==> src/rtl/core/dsu_pkg.sv <==
// ----------------------------------------------------------------------------
// dsu_pkg
// Shared types and constants for the disjoint-set union-find core.
// ----------------------------------------------------------------------------
package dsu_pkg;

  // field widths fixed by the item format
  localparam int ELEM_W = 5;
  localparam int CNT_W  = 6;
  localparam int SZ_W   = 6;
  localparam int REQ_W  = 2;

  // merged set sizes saturate here
  localparam logic [SZ_W-1:0] SZ_MAX = '1;

  // request codes
  typedef enum logic [REQ_W-1:0] {
    REQ_CLEAR = 2'd0,
    REQ_UNION = 2'd1,
    REQ_QUERY = 2'd2
  } req_t;

  // sequencer states
  typedef enum logic [2:0] {
    ST_CLEAR,
    ST_IDLE,
    ST_FIND_A,
    ST_FIND_B,
    ST_SIZE_A,
    ST_MERGE,
    ST_DONE
  } state_t;

  // one result item
  typedef struct packed {
    logic              same_set;
    logic [ELEM_W-1:0] root;
    logic [CNT_W-1:0]  set_count;
    logic              bad_index;
  } result_t;

endpackage

==> src/rtl/core/disjoint_set_union_find_core.sv <==
// Sequence: a union steps from accept through FIND_A, FIND_B, SIZE_A and MERGE to DONE;
//   a query or same-set union skips SIZE_A and MERGE; a bad index or unknown request goes to DONE.
// Clear writes every parent/size entry, one parent/size entry written per cycle.
// One item at a time: the next is taken in the cycle after the result is issued.
// Reset: synchronous active-low; afterwards a clearing pass initializes both tables
//   before the first item is taken.
// ----------------------------------------------------------------------------
// disjoint_set_union_find_core
// Union-find store with union by size, sequenced over two table RAMs.
// ----------------------------------------------------------------------------
module disjoint_set_union_find_core
  import dsu_pkg::*;
#(
  parameter int ELEMENTS = 32
) (
  input  logic              clk,
  input  logic              rst_n,
  input  logic              cfg_wr_en,
  input  logic [CNT_W-1:0]  cfg_wr_data,
  input  logic              in_valid,
  output logic              in_ready,
  input  logic [REQ_W-1:0]  in_req_type,
  input  logic [ELEM_W-1:0] in_elem_a,
  input  logic [ELEM_W-1:0] in_elem_b,
  output logic              out_valid,
  input  logic              out_ready,
  output logic              out_same_set,
  output logic [ELEM_W-1:0] out_root,
  output logic [CNT_W-1:0]  out_set_count,
  output logic              out_bad_index
);

  localparam int IDX_W = $clog2(ELEMENTS);
  localparam int LIM   = (ELEMENTS > 63) ? 63 : ELEMENTS;

  logic [CNT_W-1:0] elem_cnt_r;
  logic [CNT_W-1:0] live_cnt;
  logic             out_valid_r;
  result_t          out_res_r;
  logic             res_valid;
  logic             res_ready;
  result_t          res;

  logic             par_we;
  logic [IDX_W-1:0] par_waddr;
  logic [IDX_W-1:0] par_wdata;
  logic [IDX_W-1:0] par_raddr;
  logic [IDX_W-1:0] par_rdata;
  logic             sz_we;
  logic [IDX_W-1:0] sz_waddr;
  logic [SZ_W-1:0]  sz_wdata;
  logic [IDX_W-1:0] sz_raddr;
  logic [SZ_W-1:0]  sz_rdata;

  // element count register
  always_ff @(posedge clk) begin
    if (!rst_n) begin
      elem_cnt_r <= CNT_W'(32);
    end else if (cfg_wr_en) begin
      elem_cnt_r <= cfg_wr_data;
    end
  end

  // count in use, limited to the table depth and to 63
  assign live_cnt = (elem_cnt_r > CNT_W'(LIM)) ? CNT_W'(LIM) : elem_cnt_r;

  // output register
  assign res_ready = !out_valid_r || out_ready;

  always_ff @(posedge clk) begin
    if (!rst_n) begin
      out_valid_r <= 1'b0;
    end else if (res_valid && res_ready) begin
      out_valid_r <= 1'b1;
    end else if (out_ready) begin
      out_valid_r <= 1'b0;
    end
  end

  always_ff @(posedge clk) begin
    if (res_valid && res_ready) begin
      out_res_r <= res;
    end
  end

  assign out_valid     = out_valid_r;
  assign out_same_set  = out_res_r.same_set;
  assign out_root      = out_res_r.root;
  assign out_set_count = out_res_r.set_count;
  assign out_bad_index = out_res_r.bad_index;

  // sequencer
  dsu_ctrl #(
    .ELEMENTS (ELEMENTS)
  ) u_ctrl (
    .clk         (clk),
    .rst_n       (rst_n),
    .live_cnt    (live_cnt),
    .in_valid    (in_valid),
    .in_ready    (in_ready),
    .in_req_type (in_req_type),
    .in_elem_a   (in_elem_a),
    .in_elem_b   (in_elem_b),
    .res_valid   (res_valid),
    .res_ready   (res_ready),
    .res         (res),
    .par_we      (par_we),
    .par_waddr   (par_waddr),
    .par_wdata   (par_wdata),
    .par_raddr   (par_raddr),
    .par_rdata   (par_rdata),
    .sz_we       (sz_we),
    .sz_waddr    (sz_waddr),
    .sz_wdata    (sz_wdata),
    .sz_raddr    (sz_raddr),
    .sz_rdata    (sz_rdata)
  );

  // parent link table
  dsu_ram #(
    .WIDTH (IDX_W),
    .DEPTH (ELEMENTS)
  ) u_par_ram (
    .clk   (clk),
    .we    (par_we),
    .waddr (par_waddr),
    .wdata (par_wdata),
    .raddr (par_raddr),
    .rdata (par_rdata)
  );

  // set size table
  dsu_ram #(
    .WIDTH (SZ_W),
    .DEPTH (ELEMENTS)
  ) u_sz_ram (
    .clk   (clk),
    .we    (sz_we),
    .waddr (sz_waddr),
    .wdata (sz_wdata),
    .raddr (sz_raddr),
    .rdata (sz_rdata)
  );

endmodule

==> src/rtl/core/dsu_ram.sv <==
// ----------------------------------------------------------------------------
// dsu_ram
// Generic single-write, single-read RAM with registered read data.
// ----------------------------------------------------------------------------
module dsu_ram #(
  parameter int WIDTH = 8,
  parameter int DEPTH = 32
) (
  input  logic                     clk,
  input  logic                     we,
  input  logic [$clog2(DEPTH)-1:0] waddr,
  input  logic [WIDTH-1:0]         wdata,
  input  logic [$clog2(DEPTH)-1:0] raddr,
  output logic [WIDTH-1:0]         rdata
);

  logic [WIDTH-1:0] mem [DEPTH];
  logic [WIDTH-1:0] rdata_r;

  // write port and registered read port
  always_ff @(posedge clk) begin
    if (we) begin
      mem[waddr] <= wdata;
    end
    rdata_r <= mem[raddr];
  end

  assign rdata = rdata_r;

endmodule

==> src/rtl/core/dsu_ctrl.sv <==
// ----------------------------------------------------------------------------
// dsu_ctrl
// Sequencer for clear sweeps, root walks and the union merge step.
// ----------------------------------------------------------------------------
module dsu_ctrl
  import dsu_pkg::*;
#(
  parameter int ELEMENTS = 32
) (
  input  logic                        clk,
  input  logic                        rst_n,
  input  logic [CNT_W-1:0]            live_cnt,
  input  logic                        in_valid,
  output logic                        in_ready,
  input  logic [REQ_W-1:0]            in_req_type,
  input  logic [ELEM_W-1:0]           in_elem_a,
  input  logic [ELEM_W-1:0]           in_elem_b,
  output logic                        res_valid,
  input  logic                        res_ready,
  output result_t                     res,
  output logic                        par_we,
  output logic [$clog2(ELEMENTS)-1:0] par_waddr,
  output logic [$clog2(ELEMENTS)-1:0] par_wdata,
  output logic [$clog2(ELEMENTS)-1:0] par_raddr,
  input  logic [$clog2(ELEMENTS)-1:0] par_rdata,
  output logic                        sz_we,
  output logic [$clog2(ELEMENTS)-1:0] sz_waddr,
  output logic [SZ_W-1:0]             sz_wdata,
  output logic [$clog2(ELEMENTS)-1:0] sz_raddr,
  input  logic [SZ_W-1:0]             sz_rdata
);

  localparam int IDX_W    = $clog2(ELEMENTS);
  localparam int CNT_INIT = (ELEMENTS < 32) ? ELEMENTS : 32;
  localparam logic [IDX_W-1:0] LAST_IDX = IDX_W'(ELEMENTS - 1);

  state_t             state_r, state_nxt;
  logic [IDX_W-1:0]   clr_idx_r, clr_idx_nxt;
  logic               clr_req_r, clr_req_nxt;
  logic [CNT_W-1:0]   sets_left_r, sets_left_nxt;
  logic [REQ_W-1:0]   req_r, req_nxt;
  logic [ELEM_W-1:0]  b_r, b_nxt;
  logic [IDX_W-1:0]   cur_r, cur_nxt;
  logic [IDX_W-1:0]   ra_r, ra_nxt;
  logic [SZ_W-1:0]    sza_r, sza_nxt;
  result_t            res_r, res_nxt;

  logic [IDX_W-1:0]   a_idx;
  logic [IDX_W-1:0]   b_idx;
  logic               idx_bad;
  logic               link_eq;
  logic               b_wins;
  logic [IDX_W-1:0]   win_idx;
  logic [IDX_W-1:0]   lose_idx;
  logic [SZ_W:0]      size_sum;
  logic [CNT_W-1:0]   cnt_dec;

  // control state
  always_ff @(posedge clk) begin
    if (!rst_n) begin
      state_r     <= ST_CLEAR;
      clr_idx_r   <= '0;
      clr_req_r   <= 1'b0;
      sets_left_r <= CNT_W'(CNT_INIT);
    end else begin
      state_r     <= state_nxt;
      clr_idx_r   <= clr_idx_nxt;
      clr_req_r   <= clr_req_nxt;
      sets_left_r <= sets_left_nxt;
    end
  end

  // working registers
  always_ff @(posedge clk) begin
    req_r <= req_nxt;
    b_r   <= b_nxt;
    cur_r <= cur_nxt;
    ra_r  <= ra_nxt;
    sza_r <= sza_nxt;
    res_r <= res_nxt;
  end

  // index mapping and range check
  assign a_idx   = IDX_W'(in_elem_a);
  assign b_idx   = IDX_W'(b_r);
  assign idx_bad = ({1'b0, in_elem_a} >= live_cnt) || ({1'b0, in_elem_b} >= live_cnt);

  // shared compare / add unit
  assign link_eq  = (cur_r == par_rdata);
  assign b_wins   = (sza_r < sz_rdata);
  assign win_idx  = b_wins ? cur_r : ra_r;
  assign lose_idx = b_wins ? ra_r : cur_r;
  assign size_sum = {1'b0, sza_r} + {1'b0, sz_rdata};
  assign cnt_dec  = (sets_left_r != '0) ? (sets_left_r - CNT_W'(1)) : sets_left_r;

  assign res_valid = (state_r == ST_DONE);
  assign res       = res_r;

  // next state and datapath control
  always_comb begin
    state_nxt     = state_r;
    clr_idx_nxt   = clr_idx_r;
    clr_req_nxt   = clr_req_r;
    sets_left_nxt = sets_left_r;
    req_nxt       = req_r;
    b_nxt         = b_r;
    cur_nxt       = cur_r;
    ra_nxt        = ra_r;
    sza_nxt       = sza_r;
    res_nxt       = res_r;
    in_ready      = 1'b0;
    par_we        = 1'b0;
    par_waddr     = clr_idx_r;
    par_wdata     = clr_idx_r;
    par_raddr     = cur_r;
    sz_we         = 1'b0;
    sz_waddr      = clr_idx_r;
    sz_wdata      = SZ_W'(1);
    sz_raddr      = ra_r;

    unique case (state_r)
      ST_CLEAR: begin
        par_we = 1'b1;
        sz_we  = 1'b1;
        if (clr_idx_r == LAST_IDX) begin
          clr_req_nxt = 1'b0;
          if (clr_req_r) begin
            sets_left_nxt     = live_cnt;
            res_nxt.same_set  = 1'b0;
            res_nxt.root      = '0;
            res_nxt.set_count = live_cnt;
            res_nxt.bad_index = 1'b0;
            state_nxt         = ST_DONE;
          end else begin
            state_nxt = ST_IDLE;
          end
        end else begin
          clr_idx_nxt = clr_idx_r + IDX_W'(1);
        end
      end

      ST_IDLE: begin
        in_ready = 1'b1;
        if (in_valid) begin
          req_nxt           = in_req_type;
          b_nxt             = in_elem_b;
          cur_nxt           = a_idx;
          par_raddr         = a_idx;
          res_nxt.same_set  = 1'b0;
          res_nxt.root      = '0;
          res_nxt.set_count = sets_left_r;
          res_nxt.bad_index = 1'b0;
          case (in_req_type)
            REQ_CLEAR: begin
              clr_idx_nxt = '0;
              clr_req_nxt = 1'b1;
              state_nxt   = ST_CLEAR;
            end
            REQ_UNION, REQ_QUERY: begin
              if (idx_bad) begin
                res_nxt.bad_index = 1'b1;
                state_nxt         = ST_DONE;
              end else begin
                state_nxt = ST_FIND_A;
              end
            end
            default: begin
              state_nxt = ST_DONE;
            end
          endcase
        end
      end

      // walk the first element up to its root
      ST_FIND_A: begin
        if (link_eq) begin
          ra_nxt    = cur_r;
          cur_nxt   = b_idx;
          par_raddr = b_idx;
          state_nxt = ST_FIND_B;
        end else begin
          cur_nxt   = par_rdata;
          par_raddr = par_rdata;
        end
      end

      // walk the second element; cur_r ends up holding its root
      ST_FIND_B: begin
        if (link_eq) begin
          res_nxt.root      = ELEM_W'(ra_r);
          res_nxt.set_count = sets_left_r;
          res_nxt.bad_index = 1'b0;
          if (ra_r == cur_r) begin
            res_nxt.same_set = 1'b1;
            state_nxt        = ST_DONE;
          end else if (req_r == REQ_UNION) begin
            sz_raddr  = ra_r;
            state_nxt = ST_SIZE_A;
          end else begin
            res_nxt.same_set = 1'b0;
            state_nxt        = ST_DONE;
          end
        end else begin
          cur_nxt   = par_rdata;
          par_raddr = par_rdata;
        end
      end

      // capture first root size, fetch second
      ST_SIZE_A: begin
        sza_nxt   = sz_rdata;
        sz_raddr  = cur_r;
        state_nxt = ST_MERGE;
      end

      // link smaller root under larger, tie keeps first root
      ST_MERGE: begin
        sz_we             = 1'b1;
        sz_waddr          = win_idx;
        sz_wdata          = size_sum[SZ_W] ? SZ_MAX : size_sum[SZ_W-1:0];
        par_we            = 1'b1;
        par_waddr         = lose_idx;
        par_wdata         = win_idx;
        sets_left_nxt     = cnt_dec;
        res_nxt.same_set  = 1'b0;
        res_nxt.root      = ELEM_W'(win_idx);
        res_nxt.set_count = cnt_dec;
        res_nxt.bad_index = 1'b0;
        state_nxt         = ST_DONE;
      end

      ST_DONE: begin
        if (res_ready) begin
          state_nxt = ST_IDLE;
        end
      end

      default: begin
        state_nxt = ST_IDLE;
      end
    endcase
  end

endmodule
==> config.mk <==
export PLATFORM = sky130hd
export DESIGN_NAME = disjoint_set_union_find_core
export DESIGN_NICKNAME = d
export VERILOG_FILES = /design/src/rtl/core/dsu_pkg.sv /design/src/rtl/core/disjoint_set_union_find_core.sv /design/src/rtl/core/dsu_ram.sv /design/src/rtl/core/dsu_ctrl.sv
export SDC_FILE = /design/constraint.sdc
export NUM_CORES = 1
export LEC_CHECK = 0
export ABC_AREA = 1
export BUFFER_PORTS_ARGS = -buffer_cell sky130_fd_sc_hd__buf_2
export CAP_MARGIN = 10
export CELL_PAD_IN_SITES_DETAIL_PLACEMENT = 0
export CELL_PAD_IN_SITES_GLOBAL_PLACEMENT = 1
export CORE_ASPECT_RATIO = 1.4
export CORE_MARGIN = 1
export CORE_UTILIZATION = 50
export DETAILED_ROUTE_END_ITERATION = 7
export GPL_TIMING_DRIVEN = 0
export PLACE_DENSITY = 0.8
export SYNTH_ARGS = -nofsm -noshare
export SYNTH_HDL_FRONTEND = slang
export SYNTH_HIERARCHICAL = 1
export SYNTH_SLANG_ARGS = --single-unit
==> constraint.sdc <==
create_clock -name clk -period 3.5 [get_ports clk]
set_input_delay 0.35 -clock clk [delete_from_list [all_inputs] [get_ports clk]]
set_output_delay 0.35 -clock clk [all_outputs]
set_load 0.05 [all_outputs]
**Word-level counts from Yosys, hierarchy flattened**

Memories as Yosys holds them, arrays and structs flattened. A register that Yosys moved wholly into a read port is not among the register bits.
Index checks and enable logic that the tools add are counted.
Widths: inputs -> output; s select.

- RAM bits: 352
- Output and inout bits: 15
- Memories kept: 2
- Flip-flop bits (word level): 71

Memories:

| memory | depth | width | rd ports | clocked after Yosys merged registers in | write ports | RTL line | text |
|---|---|---|---|---|---|---|---|
| u_sz_ram.mem | 32 | 6 | 1 | 1 | 1 | dsu_ram.sv:17 | `logic [WIDTH-1:0] mem [DEPTH];` |
| u_par_ram.mem | 32 | 5 | 1 | 1 | 1 | dsu_ram.sv:17 |  |

- Order comparisons: 4
- Multiplexer cells: 50
- Reduce and logical (&&, ||, !) cells: 21
- Add/subtract/negate cells: 3
- Equal/unequal tests: 21

Operators with widths:

| kind | number |
|---|---|
| $mux 5 | 11 |
| $mux 13 | 4 |
| $pmux 13 s4 | 1 |
| $mux 6 | 6 |
| $mux 3 | 8 |
| $pmux 3 s7 | 1 |
| $pmux 5 s3 | 1 |
| $mux 1 | 13 |
| $ge 5x6->1 | 2 |
| $pmux 6 s2 | 1 |
| $eq 5x5->1 | 2 |
| $ne 2x1->1 const B | 5 |
| $pmux 5 s2 | 1 |
| $reduce_and 5->1 | 2 |
| $eq 3x3->1 const B | 3 |
| $reduce_and 4->1 | 2 |
| $add 6x6->7 | 1 |
| $eq 3x2->1 const B | 2 |
| $gt 6x6->1 const B | 1 |
| $lt 6x6->1 | 1 |
| $ne 2x2->1 const B | 3 |
| $pmux 3 s2 | 1 |
| $reduce_and 6->1 | 1 |
| $reduce_bool 2->1 | 3 |
| 19 further kinds | 23 |

**Logic depth before layout (Yosys ltp)**

- Word-level depth: 8
- Mapped depth: 19
- Mapped depth without buffers: 17

**Cells and area by module**

The synthesis kept the hierarchy.

Modules (own cells, without submodules):

| module | area each (µm²) | instances | cells an instance | seq. area each (µm²) |
|---|---|---|---|---|
| dsu_ram (u_sz_ram) | 8077.7 | 1 | 704 | 5885.6 |
| dsu_ram (u_par_ram) | 6796.5 | 1 | 595 | 4904.7 |
| dsu_ctrl | 3594.7 | 1 | 481 | 1331.3 |
| disjoint_set_union_find_core | 675.6 | 1 | 56 | 530.5 |

**Worst setup path before layout**

OpenSTA, ideal clock, no wires.

- Path type: flip-flop to flip-flop
- From: register u_ctrl.sza_r[3]
- To: memory u_sz_ram/mem[0][0] (netlist bit), enable pin
- Cell stages (with the launch flop): 14
- Slack: 0.487 ns
- Period minus slack after synthesis: 3.013 ns
- Setup time: 0.350 ns
- Path buffers: 2
- Data arrival time: 2.663 ns
- Path through: edfxtp_1 ha_1 inv_1 nor3_1 o21ai_0 nand3_1 buf_2 a21oi_1 o21ai_0 nand2_1 buf_4 inv_1 nand3_1 nor2_1

- Cells in the longest elaborated chain, start to end: 3

Ends and longest elaborated chain:

| what | RTL line | text |
|---|---|---|
| from (decl) | dsu_ctrl.sv:45 | `logic [SZ_W-1:0] sza_r, sza_nxt;` |
| from (signal assigned) | dsu_ctrl.sv:79 | `sza_r <= sza_nxt;` |
| $lt 6x6->1 | dsu_ctrl.sv:90 | `assign b_wins = (sza_r < sz_rdata);` |
| $mux 5 | dsu_ctrl.sv:91 | `assign win_idx = b_wins ? cur_r : ra_r;` |
| $mux 5 | -- |  |
| net par_wdata[0] | disjoint_set_union_find_core.sv:46 | `logic [IDX_W-1:0] par_wdata;` |
| to (decl) | dsu_ram.sv:17 |  |

The timed path passes the listed nets, and every way through them passes these cells.

**Worst setup path in the final report**

- From: register u_ctrl.sza_r[5]
- To: memory u_par_ram/mem[16][2] (netlist bit), enable pin

- Cells in the longest elaborated chain, start to end: 3

Ends and longest elaborated chain:

| what | RTL line | text |
|---|---|---|
| $lt 6x6->1 | dsu_ctrl.sv:90 |  |
| $mux 5 | dsu_ctrl.sv:92 | `assign lose_idx = b_wins ? ra_r : cur_r;` |
| $mux 5 | dsu_ctrl.sv:121 | `unique case (state_r)` |
| net par_waddr[0] | disjoint_set_union_find_core.sv:45 | `logic [IDX_W-1:0] par_waddr;` |
| to (decl) | dsu_ram.sv:17 |  |

The timed path passes the listed nets, and every way through them passes these cells.

==> impl_results.html <==
<table>
<tr><th>Metric</th><th>Value</th></tr>
<tr><th colspan="2">Layout</th></tr>
<tr><td>Cell area after layout</td><td>0.0222 sq mm</td></tr>
<tr><td>Fraction of layout instances using a drive strength above 1</td><td>between 10% and 20%</td></tr>
<tr><td>Filler cells</td><td>about 3200</td></tr>
<tr><td>Multi-input gate area in the final layout</td><td>between 0.005 and 0.006 sq mm</td></tr>
<tr><td>Ant. Diodes</td><td>0</td></tr>
<tr><td>Post-synthesis to final-layout area growth</td><td>15.9%</td></tr>
<tr><td>Net count, final</td><td>between 1500 and 2000</td></tr>
<tr><td>FF/Latch Area</td><td>around 0.013 sq mm</td></tr>
<tr><th colspan="2">GRT</th></tr>
<tr><td>Via count of the first global-routing pass</td><td>around 13000</td></tr>
<tr><td>Grt total ovfl</td><td>0</td></tr>
<tr><td>Total routing resource utilization after global routing</td><td>25.4%</td></tr>
<tr><td>Global-route wire length before repair</td><td>about 74 mm</td></tr>
<tr><td>Largest net degree at the start of global routing</td><td>34</td></tr>
<tr><td>Number of antenna violations at the first check in global routing</td><td>0</td></tr>
<tr><th colspan="2">Critical path</th></tr>
<tr><td>Crit path launch type</td><td>flop</td></tr>
<tr><td>Worst setup EP type</td><td>flop</td></tr>
<tr><td>Setup Crit Path Kind</td><td>flop to flop</td></tr>
<tr><td>Crit Path Max Fanout</td><td>10</td></tr>
<tr><td>Critical path arrival</td><td>approximately 3600 ps</td></tr>
<tr><td>CP Data Required Time</td><td>around 3700 ps</td></tr>
<tr><th colspan="2">Drt</th></tr>
<tr><td>DR vias</td><td>roughly 13000</td></tr>
<tr><td>Initial detailed-routing violation count</td><td>roughly 930</td></tr>
<tr><td>Average wire per cell in the routed design</td><td>20.0 um</td></tr>
<tr><td>Wirelength, routed</td><td>between 40 and 50 mm</td></tr>
<tr><td>Number of detailed-routing iterations run before antenna repair</td><td>5</td></tr>
<tr><td>Via density per instance</td><td>between 5 and 6</td></tr>
<tr><td>DR DRC count</td><td>0</td></tr>
<tr><td>Number of routed nets with antenna violations</td><td>0</td></tr>
<tr><th colspan="2">Pwr</th></tr>
<tr><td>Max IR drop VDD</td><td>around 0.48 mV</td></tr>
<tr><td>Fraction of power spent switching nets</td><td>around 36%</td></tr>
<tr><td>Total power divided by cell area</td><td>approximately 740 mW/mm^2</td></tr>
<tr><td>Power, Total</td><td>roughly 16 mW</td></tr>
<tr><td>Static power due to leakage</td><td>between 8 and 9 nW</td></tr>
<tr><td>Logic pwr share</td><td>32.9%</td></tr>
<tr><td>Part of the power in registers</td><td>between 30% and 40%</td></tr>
<tr><td>Clock network fraction of total power</td><td>27.8%</td></tr>
<tr><td>Cell internal pwr</td><td>10.5 mW</td></tr>
<tr><td>Net switching power of the design</td><td>~5.9 mW</td></tr>
<tr><th colspan="2">Floorplanning</th></tr>
<tr><td>Die width</td><td>~170 um</td></tr>
<tr><td>Standard-cell row count</td><td>between 80 and 90</td></tr>
<tr><td>Top-level port count</td><td>38</td></tr>
<tr><td>Die outline area</td><td>between 0.03 and 0.04 sq mm</td></tr>
<tr><td>Starting density of the core</td><td>between 50% and 60%</td></tr>
<tr><td>Chip height</td><td>between 200 and 250 um</td></tr>
<tr><td>Core area</td><td>0.0376 sq mm</td></tr>
<tr><th colspan="2">Synth</th></tr>
<tr><td>Avg Cell Area, Syn</td><td>10.4 sq um</td></tr>
<tr><td>Mapped cell area</td><td>between 0.015 and 0.02 sq mm</td></tr>
<tr><td>Synthesized netlist cell count</td><td>between 1500 and 2000</td></tr>
<tr><td>Post-synthesis sequential area ratio</td><td>between 60% and 70%</td></tr>
<tr><td>Synthesis Warnings</td><td>6</td></tr>
<tr><td>Dominant combinational cell family by area after synthesis</td><td>simple AND/OR/NAND/NOR gates</td></tr>
<tr><td>Multiplexer area fraction after synthesis</td><td>0%</td></tr>
<tr><td>Number of distinct library cells after synthesis</td><td>between 40 and 50</td></tr>
<tr><td>Main area contributors after synthesis</td><td>sky130_fd_sc_hd__edfxtp_1, sky130_fd_sc_hd__nand2_1, sky130_fd_sc_hd__nand3_1, sky130_fd_sc_hd__dfxtp_1, sky130_fd_sc_hd__nor2_1</td></tr>
<tr><td>Compound-cell area share of the yosys netlist</td><td>about 2.5%</td></tr>
<tr><td>Area share of the largest cell type after synthesis</td><td>approximately 62%</td></tr>
<tr><td>Post-synthesis async set-or-reset flop share</td><td>0%</td></tr>
<tr><td>Synth Register Bits</td><td>about 430</td></tr>
<tr><td>XOR/XNOR Fraction of Synth Area</td><td>0.274%</td></tr>
<tr><td>Leading register cell type out of synthesis</td><td>sky130_fd_sc_hd__edfxtp_1</td></tr>
<tr><td>Largest area contributor in the netlist</td><td>sky130_fd_sc_hd__edfxtp_1</td></tr>
<tr><td>Number of enable-type register cells in the synthesized netlist</td><td>between 300 and 400</td></tr>
<tr><td>Synth Area in Adders</td><td>under 10%</td></tr>
<tr><td>Post-synth net total</td><td>about 1900</td></tr>
<tr><td>Post-synthesis share of cell area spent on and, or, nand and nor gates</td><td>24.3%</td></tr>
<tr><th colspan="2">Run</th></tr>
<tr><td>Total of max-cap violations</td><td>0</td></tr>
<tr><th colspan="2">Placement</th></tr>
<tr><td>Port Buffers</td><td>37</td></tr>
<tr><td>Routability-driven placement congestion ratio</td><td>around 0.90</td></tr>
<tr><td>Total half-perimeter wirelength after legalization and detailed placement</td><td>34.4 mm</td></tr>
<tr><td>Placement Cell Area</td><td>a little over 0.02 sq mm</td></tr>
<tr><th colspan="2">Clocking</th></tr>
<tr><td>Clk root buf</td><td>sky130_fd_sc_hd__clkbuf_16</td></tr>
<tr><td>Maximum root-to-sink buffer count</td><td>3</td></tr>
<tr><td>Count of H-tree levels built during CTS</td><td>2</td></tr>
<tr><td>TritonCTS clock tree</td><td>built</td></tr>
<tr><td>Number of buffers created by CTS</td><td>between 40 and 50</td></tr>
<tr><td>TritonCTS Sinks</td><td>approximately 430</td></tr>
<tr><td>Clock latency of the later-clocked register in the worst-skew pair</td><td>about 550 ps</td></tr>
<tr><td>Clock transition at the registers of the reported paths</td><td>around 60 ps</td></tr>
<tr><th colspan="2">STA</th></tr>
<tr><td>Final hold viol count</td><td>0</td></tr>
<tr><td>Slew of the pin with the lowest slew margin</td><td>around 1100 ps</td></tr>
<tr><td>Setup repair after global routing missed its margin</td><td>true</td></tr>
<tr><td>Final count of pins violating max slew</td><td>0</td></tr>
<tr><td>Final setup vio count</td><td>0</td></tr>
<tr><td>Share of the clock period used by the worst path</td><td>95.6%</td></tr>
<tr><td>Upper clock frequency limit</td><td>0.299 GHz</td></tr>
<tr><td>Worst Clk Skew</td><td>11.2 ps</td></tr>
<tr><td>Post-layout min period</td><td>about 3300 ps</td></tr>
<tr><td>Max-slew headroom</td><td>between 20% and 30%</td></tr>
<tr><td>Fin Setup TNS</td><td>0 ps</td></tr>
<tr><th colspan="2">Hold path</th></tr>
<tr><td>Class of the worst hold path</td><td>input pin to flop</td></tr>
<tr><th colspan="2">Run status</th></tr>
<tr><td>Outcome</td><td>finished clean</td></tr>
</table>
metrics by stage:
stage | hold WS, ps | instances | setup WS [ps] | utilization, %
floorplan | 400 | 1836 | 487 | -
global placement | 400 | 2346 | -1020 | 52.9
detailed placement | 405 | 2355 | -814 | 53.6
CTS | 5.88 | 2442 | 16.0 | 58.6
global route | 25.2 | 2449 | -79.6 | 59.0
finish | 24.4 | 2449 | 155 | 59.0
worst max-delay path, stage by stage, from the launching register on:
cell and delay [ps]:
sky130_fd_sc_hd__edfxtp_1 410, sky130_fd_sc_hd__ha_1 420, sky130_fd_sc_hd__nand2_1 110, sky130_fd_sc_hd__nor3_1 130
sky130_fd_sc_hd__o21ai_0 130, sky130_fd_sc_hd__nand3_1 120, sky130_fd_sc_hd__clkbuf_4 220, sky130_fd_sc_hd__a21oi_1 70
sky130_fd_sc_hd__o21ai_0 90, sky130_fd_sc_hd__nand2_1 140, sky130_fd_sc_hd__inv_1 90, sky130_fd_sc_hd__nand3_1 500
sky130_fd_sc_hd__nor2_1 570
registers in the layout, summed over array words and instances, names as in the netlist, 2 cells and up:
register            flops
u_ctrl/sets_left_r      6
u_ctrl/res             13
elem_cnt_r              6
out_set_count           6
u_ctrl/req_r            2
u_sz_ram/rdata          6
u_ctrl/state_r          3
u_par_ram/mem         160
u_par_ram/rdata         5
u_ctrl/clr_idx_r        5
out_root                5
u_sz_ram/mem          192
u_ctrl/sza_r            6
u_ctrl/cur_r            5
u_ctrl/ra_r             5
u_ctrl/b_idx            5
metal layers:
| layer | routed length, um | vias up | GRT usage [%] |
|---|---|---|---|
| met5 | 0 | - | 0 |
| met2 | 25400 | 362 | 46.4 |
| met1 | 19100 | 6308 | 28.8 |
| met3 | 1840 | 125 | 2.85 |
| li1 | - | 6467 | - |
| met4 | 2660 | 0 | 14.2 |
worst paths after layout:
kind,from,endpoint,slack [ps],depth (start not counted)
min reg2reg,u_ctrl/res[1],out_set_count[0],420,0
max,u_ctrl/sza_r[5],u_par_ram/mem[16][2],150,12
min,cfg_wr_data[3],elem_cnt_r[3],20,3
max reg2reg,u_ctrl/sza_r[5],u_par_ram/mem[16][2],150,12
cell type report:
class                   instances  area share, %
repair buffers                 64           2.63
clock buffers                  51           5.17
flip-flops and latches        434           57.0
well taps                     473           2.67
multi-input cells            1210           27.0
clock inverters                25           1.11
plain buffers                  83           2.48
inverters                     109           1.92
timing repair:
item	CTS	global route
setup endpoints to repair	192	352
pin swaps	11	11
hold buffers	8	0
hold endpoints to repair	8	0
resized for setup	87	23
cloned	0	1
buffers inserted	4	5
cell families (layout without fill, tap and decap cells):
logic type               count (synthesis)  in the layout
flip-flops                             434            434
AND/OR/NAND/NOR                       1088           1089
buffers and inverters                  193            332
XOR/XNOR                                 6              6
AO/OA/AOI/OAI                           87             87
adder cells (fa/ha/maj)                 28             28
power groups by stage:
| stage | Clock [mW] | Combinational (mW) | Sequential [mW] |
|---|---|---|---|
| detailed placement | 0 | 4.94 | 6.55 |
| finish | 4.57 | 5.40 | 6.44 |
| CTS | 4.67 | 5.29 | 6.44 |
| global route | 4.83 | 5.90 | 6.47 |
| floorplan | 0 | 3.26 | 6.49 |
| global placement | 0 | 4.74 | 6.55 |
cell usage after synthesis (4+ instances only):
cell type and instances:
sky130_fd_sc_hd__a21oi_1 37, sky130_fd_sc_hd__a22oi_1 5, sky130_fd_sc_hd__a31oi_1 4, sky130_fd_sc_hd__buf_2 34, sky130_fd_sc_hd__buf_4 19, sky130_fd_sc_hd__buf_6 13, sky130_fd_sc_hd__clkbuf_1 12, sky130_fd_sc_hd__dfxtp_1 38
sky130_fd_sc_hd__edfxtp_1 396, sky130_fd_sc_hd__ha_1 27, sky130_fd_sc_hd__inv_1 96, sky130_fd_sc_hd__inv_2 9, sky130_fd_sc_hd__nand2_1 626, sky130_fd_sc_hd__nand2_2 4, sky130_fd_sc_hd__nand2_4 5, sky130_fd_sc_hd__nand3_1 309
sky130_fd_sc_hd__nand4_1 7, sky130_fd_sc_hd__nor2_1 115, sky130_fd_sc_hd__nor3_1 6, sky130_fd_sc_hd__o21ai_0 32
layout by cell type, fill, tap and decap left out, types with 10 or more instances in the layout:
master	Yosys	routed
sky130_fd_sc_hd__clkbuf_16	0	45
sky130_fd_sc_hd__nand3_1	309	297
sky130_fd_sc_hd__ha_1	27	27
sky130_fd_sc_hd__nor2_4	0	32
sky130_fd_sc_hd__nor2_1	115	74
sky130_fd_sc_hd__buf_6	13	13
sky130_fd_sc_hd__a21oi_1	37	34
sky130_fd_sc_hd__dfxtp_1	38	37
sky130_fd_sc_hd__inv_1	96	94
sky130_fd_sc_hd__edfxtp_1	396	396
sky130_fd_sc_hd__nand3_4	0	10
sky130_fd_sc_hd__nand2_1	626	621
sky130_fd_sc_hd__clkbuf_1	12	16
sky130_fd_sc_hd__buf_2	34	70
sky130_fd_sc_hd__buf_4	19	26
sky130_fd_sc_hd__o21ai_0	32	30
sky130_fd_sc_hd__nor2_2	3	12
No activity file was read; power rests on OpenSTA's default activity.
